==> src/hw/rtl/nsd_pkg.sv <==
package nsd_pkg;

   // default sizes of the length field
   localparam int unsigned MAX_LEN_DIGITS_DEF = 10;
   localparam int unsigned LENGTH_BITS_DEF    = 24;

   // configuration register
   localparam int unsigned MAX_LEN_W   = 24;
   localparam logic [MAX_LEN_W-1:0] MAX_LEN_RESET = 24'd65535;

   // framing characters
   localparam logic [7:0] CHAR_COLON = 8'h3A;
   localparam logic [7:0] CHAR_COMMA = 8'h2C;
   localparam logic [7:0] CHAR_ZERO  = 8'h30;
   localparam logic [7:0] CHAR_NINE  = 8'h39;

   typedef enum logic [2:0] {
      ST_NONE       = 3'd0,
      ST_COMPLETE   = 3'd1,
      ST_TOO_LONG   = 3'd2,
      ST_BAD_DIGIT  = 3'd3,
      ST_BAD_LENGTH = 3'd4,
      ST_NO_COMMA   = 3'd5
   } nsd_status_type;

   typedef struct packed {
      logic [7:0]     payload_byte;
      logic           payload_valid;
      logic           frame_last;
      nsd_status_type status;
   } nsd_result_type;

endpackage

==> src/hw/rtl/nsd_parse.sv <==
module nsd_parse
   import nsd_pkg::*;
#(
   parameter int unsigned MAX_LEN_DIGITS = MAX_LEN_DIGITS_DEF,
   parameter int unsigned LENGTH_BITS    = LENGTH_BITS_DEF
) (
   input  logic                 clock,
   input  logic                 reset,
   input  logic                 step,
   input  logic [7:0]           rx_byte,
   input  logic [MAX_LEN_W-1:0] max_len,
   output nsd_result_type       result
);

   localparam int unsigned PROD_W = LENGTH_BITS + 4;
   localparam int unsigned CMP_W  = (LENGTH_BITS > MAX_LEN_W) ? LENGTH_BITS : MAX_LEN_W;

   typedef enum logic [1:0] {
      PH_LENGTH  = 2'd0,
      PH_PAYLOAD = 2'd1,
      PH_COMMA   = 2'd2
   } phase_type;

   phase_type               phase_ff, phase_in;
   logic [3:0]              digit_count_ff, digit_count_in;
   logic [LENGTH_BITS-1:0]  length_accum_ff, length_accum_in;
   logic [LENGTH_BITS-1:0]  payload_count_ff, payload_count_in;
   nsd_result_type          result_ff, result_in;

   logic [PROD_W-1:0]       accum_x10;
   logic [LENGTH_BITS-1:0]  count_inc;
   logic                    is_digit;
   logic                    too_big;

   // digits '0'..'9' sit at 0x30..0x39, so the low nibble is the value
   assign accum_x10 = (PROD_W'(length_accum_ff) << 3) + (PROD_W'(length_accum_ff) << 1)
                    + PROD_W'(rx_byte[3:0]);
   assign count_inc = payload_count_ff + 1'b1;
   assign is_digit  = (rx_byte >= CHAR_ZERO) && (rx_byte <= CHAR_NINE);
   assign too_big   = CMP_W'(length_accum_ff) > CMP_W'(max_len);

   always_comb begin
      phase_in         = phase_ff;
      digit_count_in   = digit_count_ff;
      length_accum_in  = length_accum_ff;
      payload_count_in = payload_count_ff;
      result_in        = '{payload_byte: 8'd0, payload_valid: 1'b0,
                           frame_last: 1'b0, status: ST_NONE};

      unique case (phase_ff)
         PH_PAYLOAD: begin
            result_in.payload_byte  = rx_byte;
            result_in.payload_valid = 1'b1;
            payload_count_in        = count_inc;
            if (count_inc >= length_accum_ff) begin
               phase_in = PH_COMMA;
            end
         end
         PH_COMMA: begin
            if (rx_byte == CHAR_COMMA) begin
               result_in.status     = ST_COMPLETE;
               result_in.frame_last = 1'b1;
            end else begin
               result_in.status = ST_NO_COMMA;
            end
            phase_in         = PH_LENGTH;
            digit_count_in   = '0;
            length_accum_in  = '0;
            payload_count_in = '0;
         end
         default: begin
            // length phase; the unused code behaves the same
            phase_in = PH_LENGTH;
            if (rx_byte == CHAR_COLON) begin
               digit_count_in   = '0;
               payload_count_in = '0;
               if ((digit_count_ff == 4'd0) || too_big) begin
                  result_in.status = ST_BAD_LENGTH;
                  length_accum_in  = '0;
               end else if (length_accum_ff == '0) begin
                  phase_in = PH_COMMA;
               end else begin
                  phase_in = PH_PAYLOAD;
               end
            end else if (is_digit) begin
               if (digit_count_ff >= 4'(MAX_LEN_DIGITS)) begin
                  result_in.status = ST_TOO_LONG;
                  digit_count_in   = '0;
                  length_accum_in  = '0;
                  payload_count_in = '0;
               end else begin
                  // saturate at all ones
                  length_accum_in = (|accum_x10[PROD_W-1:LENGTH_BITS])
                                  ? '1 : accum_x10[LENGTH_BITS-1:0];
                  digit_count_in  = digit_count_ff + 4'd1;
               end
            end else begin
               result_in.status = ST_BAD_DIGIT;
               digit_count_in   = '0;
               length_accum_in  = '0;
               payload_count_in = '0;
            end
         end
      endcase
   end

   always_ff @(posedge clock) begin
      if (reset) begin
         phase_ff         <= PH_LENGTH;
         digit_count_ff   <= '0;
         length_accum_ff  <= '0;
         payload_count_ff <= '0;
         result_ff        <= '{payload_byte: 8'd0, payload_valid: 1'b0,
                               frame_last: 1'b0, status: ST_NONE};
      end else if (step) begin
         phase_ff         <= phase_in;
         digit_count_ff   <= digit_count_in;
         length_accum_ff  <= length_accum_in;
         payload_count_ff <= payload_count_in;
         result_ff        <= result_in;
      end
   end

   assign result = result_ff;

endmodule

==> src/hw/rtl/netstring_deframer_core.sv <==
// Channel   Direction  Handshake            Payload
// req_      in         req_valid/req_ready  req_rx_byte
// rsp_      out        rsp_valid/rsp_ready  rsp_payload_byte, rsp_payload_valid,
//                                           rsp_frame_last, rsp_status
// csr_      in         csr_we               csr_wdata (max payload length)
//
// One transaction in, one transaction out. Throughput is one byte per cycle
// while rsp_ready is high; a byte passes the input register, then the parser
// step into the result register. The parser state update, a shift-add multiply
// by ten and a compare, is the path that sets the clock. Synchronous reset
// clears the parser to the length phase and the limit to 65535. A stalled
// result holds both registers; the input register still takes a byte if empty.
module netstring_deframer_core
   import nsd_pkg::*;
#(
   parameter int unsigned MAX_LEN_DIGITS = MAX_LEN_DIGITS_DEF,
   parameter int unsigned LENGTH_BITS    = LENGTH_BITS_DEF
) (
   input  logic                 clock,
   input  logic                 reset,
   input  logic                 req_valid,
   output logic                 req_ready,
   input  logic [7:0]           req_rx_byte,
   output logic                 rsp_valid,
   input  logic                 rsp_ready,
   output logic [7:0]           rsp_payload_byte,
   output logic                 rsp_payload_valid,
   output logic                 rsp_frame_last,
   output logic [2:0]           rsp_status,
   input  logic                 csr_we,
   input  logic [MAX_LEN_W-1:0] csr_wdata
);

   logic                 in_vld_ff, in_vld_in;
   logic [7:0]           rx_byte_ff;
   logic                 out_vld_ff, out_vld_in;
   logic [MAX_LEN_W-1:0] max_len_ff;
   logic                 advance;
   logic                 step;
   nsd_result_type       result;

   assign advance    = !out_vld_ff || rsp_ready;
   assign step       = in_vld_ff && advance;
   assign req_ready  = !in_vld_ff || advance;
   assign in_vld_in  = req_ready ? req_valid : in_vld_ff;
   assign out_vld_in = advance ? in_vld_ff : out_vld_ff;

   always_ff @(posedge clock) begin
      if (reset) begin
         in_vld_ff  <= 1'b0;
         out_vld_ff <= 1'b0;
         max_len_ff <= MAX_LEN_RESET;
      end else begin
         in_vld_ff  <= in_vld_in;
         out_vld_ff <= out_vld_in;
         if (csr_we) begin
            max_len_ff <= csr_wdata;
         end
      end
   end

   always_ff @(posedge clock) begin
      if (req_valid && req_ready) begin
         rx_byte_ff <= req_rx_byte;
      end
   end

   nsd_parse #(
      .MAX_LEN_DIGITS (MAX_LEN_DIGITS),
      .LENGTH_BITS    (LENGTH_BITS)
   ) u_parse (
      .clock   (clock),
      .reset   (reset),
      .step    (step),
      .rx_byte (rx_byte_ff),
      .max_len (max_len_ff),
      .result  (result)
   );

   assign rsp_valid         = out_vld_ff;
   assign rsp_payload_byte  = result.payload_byte;
   assign rsp_payload_valid = result.payload_valid;
   assign rsp_frame_last    = result.frame_last;
   assign rsp_status        = result.status;

   // a frame end is always reported as complete
   a_last_complete : assert property (@(posedge clock) disable iff (reset)
      rsp_valid && rsp_frame_last |-> rsp_status == ST_COMPLETE)
      else $error("frame_last without complete status");

   // payload bytes carry no status
   a_payload_no_status : assert property (@(posedge clock) disable iff (reset)
      rsp_valid && rsp_payload_valid |-> rsp_status == ST_NONE && !rsp_frame_last)
      else $error("payload byte with status");

   // non-payload results carry a zero data byte
   a_data_zero : assert property (@(posedge clock) disable iff (reset)
      rsp_valid && !rsp_payload_valid |-> rsp_payload_byte == 8'd0)
      else $error("data byte set outside payload");

   // a buffered byte moves to the result register when the output is free
   a_advance : assert property (@(posedge clock) disable iff (reset)
      in_vld_ff && (!rsp_valid || rsp_ready) |=> rsp_valid)
      else $error("buffered transaction not advanced");

endmodule
==> config.mk <==
export PLATFORM = sky130hd
export DESIGN_NAME = netstring_deframer_core
export DESIGN_NICKNAME = d
export VERILOG_FILES = /design/src/hw/rtl/nsd_pkg.sv /design/src/hw/rtl/nsd_parse.sv /design/src/hw/rtl/netstring_deframer_core.sv
export SDC_FILE = /design/constraint.sdc
export NUM_CORES = 1
export LEC_CHECK = 0
export BUFFER_PORTS_ARGS = -buffer_cell sky130_fd_sc_hd__buf_4
export CAP_MARGIN = 25
export CORE_MARGIN = 10
export CORE_UTILIZATION = 65
export CTS_CLUSTER_DIAMETER = 100
export DETAILED_ROUTE_END_ITERATION = 8
export PLACE_DENSITY = 0.85
export SYNTH_ARGS = -nofsm -noshare
export SYNTH_HDL_FRONTEND = slang
export SYNTH_SLANG_ARGS = --single-unit
==> constraint.sdc <==
create_clock -name clock -period 5.8 [get_ports clock]
set_input_delay 0.87 -clock clock [delete_from_list [all_inputs] [get_ports clock]]
set_output_delay 0.87 -clock clock [all_outputs]
set_load 0.02 [all_outputs]
==> results by stage <==
Clock tree:
- In this run the clock root is driven by a clkbuf_8.
- The hold buffer count at CTS is 0.
- The clock insertion delay at the later pin of the skew report is 390 ps.
- The TritonCTS buffer count is 9.
- After clock tree synthesis, the clock-pin slew on the worst setup and hold paths is 110 ps.
- The number of post-CTS setup repair buffers is 0.
- The clock tree from TritonCTS is done.
- The clock tree buffer depth is 2.
- The clock net in this run drives a total of 101 sinks.
- Gates resized during post-CTS repair numbered 0.
- The H-tree depth is 3.

Critical path:
- The type of element launching the critical path is a register.
- The worst path required time is 6110 ps.
- For the worst setup path, the data arrival time is 4300 ps.
- The path depth of the worst reg2reg path is 14.
- The worst setup path is of the register to register kind.
- The element type at the critical path end is a register.
- Along the worst path, the maximum fanout reaches 6.

GRT:
- The total global routing overflow is 0.
- The first-pass GRT wire length is 28.2 mm.
- The pin count of the biggest net entering global routing is 57.
- The initial antenna violation count is 0.
- The via count of the first global-routing pass is 6,025.
- The total global-route track usage is 22.5%.

Flow run:
- Across the run, the number of max-cap violations was 0.

Placed design:
- The port buffer count is 51.
- The routability-driven placement congestion ratio is 0.959.
- After legalization and detailed placement, the total HPWL measured 12.9 mm.
- The number of cells after detailed placement is 966.

Floorplanning:
- The die covers 15,200 µm².
- In this run the horizontal extent of the chip is 123 µm.
- The initial standard-cell utilization of the core is 66.9%.
- In this run the count of I/O pins placed on the die edge is 52.
- From bottom edge to top edge, the die measures 123 µm.
- The floorplan has 37 rows.
- The placeable core area is 10,400 µm².

STA:
- The number of hold violations in the final report is 0.
- Headroom to the max-slew limit came out at 48.8%.
- The transition time of the tightest slew-check pin is 766 ps.
- Setup repair after global routing left no endpoint under its margin.
- The final critical path takes up 68.7% of the cycle.
- The timing-limited maximum frequency is 251 MHz.
- The total of endpoints with negative setup slack in the final report is 0.
- For the final database, setup skew stands at 17.8 ps.
- The post-route minimum period is 3990 ps.
- The number of max-slew violations in the final report is 0.
- The setup TNS after final layout is 0 ps.

Power:
- The total power of the final layout is 1.28 mW.
- The power density relative to cell area is 169 nW/µm².
- For this design the static power due to leakage is 3.58 nW.
- The maximum vdd ir drop is 145 µV.

Min path:
- The depth of the worst hold-timing path is 2.
- The min-delay analysis places its worst path in the category register to register.

Cells and area:
- At the end of the flow, the number of nets in the layout was 982.
- The share of final-layout standard cells stronger than drive strength 1 is 10.7%.
- Leaving out filler cells and counting taps, the final layout contains 983.
- The area overhead of the layout relative to synthesis is 9.72%.
- The number of diodes is 0.

Route:
- The count of nets left with antenna violations once routing finished came out at 0.
- The number of DRC markers in iteration 0 is 547.
- For this run, the detailed router's first-pass iteration total came to 8.
- For this block, the routed nets add up to 16.9 mm of wire.
- The detailed-route DRC error count is 0.
- Dividing the detail-routed via count by the number of cells gives 6.28.
- The routed layout has 6,178 vias.
- Dividing the detail-routed wire length by the instance count gives 17.2 µm.

Synthesis:
- Sequential cells were found to cover 30.3% of the synthesized design area.
- The leading register cell type out of synthesis is dfxtp_1.
- The number of different library cells used by synthesis comes to 67.
- The average instance in the mapped netlist occupies 8.65 µm².
- The cell area that synthesis handed to floorplanning was 6940 µm².
- Yosys printed 0 warnings.
- The gate count after technology mapping is 802.
- Counting flops with a built-in enable in the synthesized netlist gives 8.
- The synthesized flop and latch total is 101.
- The async set-or-reset flop fraction in the synthesized netlist is 0%.
- The number of nets produced by synthesis is 942.

Status:
- The flow ran to the end, and the final reports show no timing, DRC or antenna violations.
[through the flow]
step           hold slack (ps)  utilization (%)  instance area, µm²  setup WS [ps]
2_1_floorplan              449                -                6940           2280
3_3_place_gp               442             71.3                7400           1940
3_5_place_dp               450             71.3                7400           1750
4_1_cts                    464             73.2                7590           1750
5_1_grt                    489             73.4                7610           1440
6_report                   463             73.4                7610           1810
[Yosys cell counts (all sizes together) (9+ instances only)]
master	instances	area share, %
ha	101	18
dfxtp	93	27
a21oi	71	5.2
nor2	69	3.7
inv	63	3.4
nand2	56	3.1
nand3	30	2.2
xnor2	26	3.3
o21ai	24	1.8
a221o	23	3.4
o211ai	22	2.5
clkbuf	17	0.92
xor2	17	2.1
nand4	16	1.4
a21o	14	1.5
a22oi	12	1.3
nor3	12	0.87
nor4	11	1.1
mux2i	10	1.4
nand2b	10	0.90
a211oi	9	0.97
buf	9	0.78
[registers in the layout, indices dropped and copies added, names as in the netlist]
signal and flops:
u_parse.phase_ff 2, max_len_ff 24, u_parse.length_accum_ff 24, u_parse.payload_count_ff 24
rx_byte_ff 8, rsp_valid 1, in_vld_ff 1, u_parse.digit_count_ff 4
u_parse.result 13
[worst paths after layout]
kind / from / slack (ps) / to
max: u_parse.payload_count_ff[0] / 1810 / u_parse.phase_ff[1]
min: u_parse.result[11] / 460 / u_parse.result[11]
max reg2reg: u_parse.payload_count_ff[0] / 1810 / u_parse.phase_ff[1]
min reg2reg: u_parse.result[11] / 460 / u_parse.result[11]
[layer usage]
layer  vias to the layer above  track usage [%]  share of wire, %
met5                         -                0                 0
met4                         0             7.50               2.0
met3                        33             4.15               6.8
met2                       218             37.1                47
met1                      2916             29.0                44
li1                       3011                -                 -
[logic make-up (layout without fill, tap and decap cells)]
| family | count (synthesis) | count (layout) | share of synthesized area [%] |
|---|---|---|---|
| adders and majority gates | 103 | 103 | 18.8 |
| DFF | 101 | 101 | 30.3 |
| and+or+nand+nor | 244 | 244 | 17.4 |
| muxes | 10 | 10 | 1.44 |
| AOI/OAI and AO/OA | 210 | 210 | 21.3 |
| xor gates and xnor gates | 43 | 43 | 5.43 |
| buffers and inverters | 91 | 136 | 5.29 |
[area by class of cell]
type                            count  area [µm²]
Fill cell                         801        2760
Inverter                           64         240
Tap cell                          136         170
Clock buffer                        9         124
Sequential cell                   101        2100
Multi-Input combinational cell    610        4470
Clock inverter                      7        73.8
Timing Repair Buffer               56         428
[layout by cell type (no fill, tap or decap), types with 9 or more instances in the layout]
cell | Yosys | routed
a22oi_1 | 12 | 12
o21ai_0 | 19 | 19
nor2_1 | 69 | 69
inv_1 | 63 | 63
a221o_1 | 19 | 19
o211ai_1 | 21 | 21
clkbuf_8 | 0 | 9
mux2i_1 | 10 | 10
nand2_1 | 55 | 55
a21o_1 | 14 | 14
nand3_1 | 30 | 30
a21oi_1 | 70 | 70
nand2b_1 | 10 | 10
xor2_1 | 17 | 17
buf_4 | 1 | 55
ha_1 | 101 | 101
dfxtp_1 | 93 | 93
xnor2_1 | 26 | 26
nand4_1 | 16 | 16
nor3_1 | 12 | 11
nor4_1 | 10 | 10
a211oi_1 | 9 | 9
[power by group]
part	total [mW]	internal, mW	leakage (nW)	switching, mW
registers	0.729	0.720	0.834	0.00940
clock network	0.451	0.171	0.101	0.280
logic	0.103	0.0422	2.64	0.0612
total	1.28	0.933	3.58	0.350
[critical path: stages, from the launching register on]
cell	delay [ps]
dfxtp_1	460
ha_1	300
nand4_1	200
nor3_1	320
and4_1	330
and4_1	240
nand2_1	100
xnor2_1	190
ha_1	290
a21oi_1	160
a21oi_1	80
or4b_2	610
a21oi_1	330
a211oi_1	90
a211oi_1	220
(Power assumes the default switching activity.)
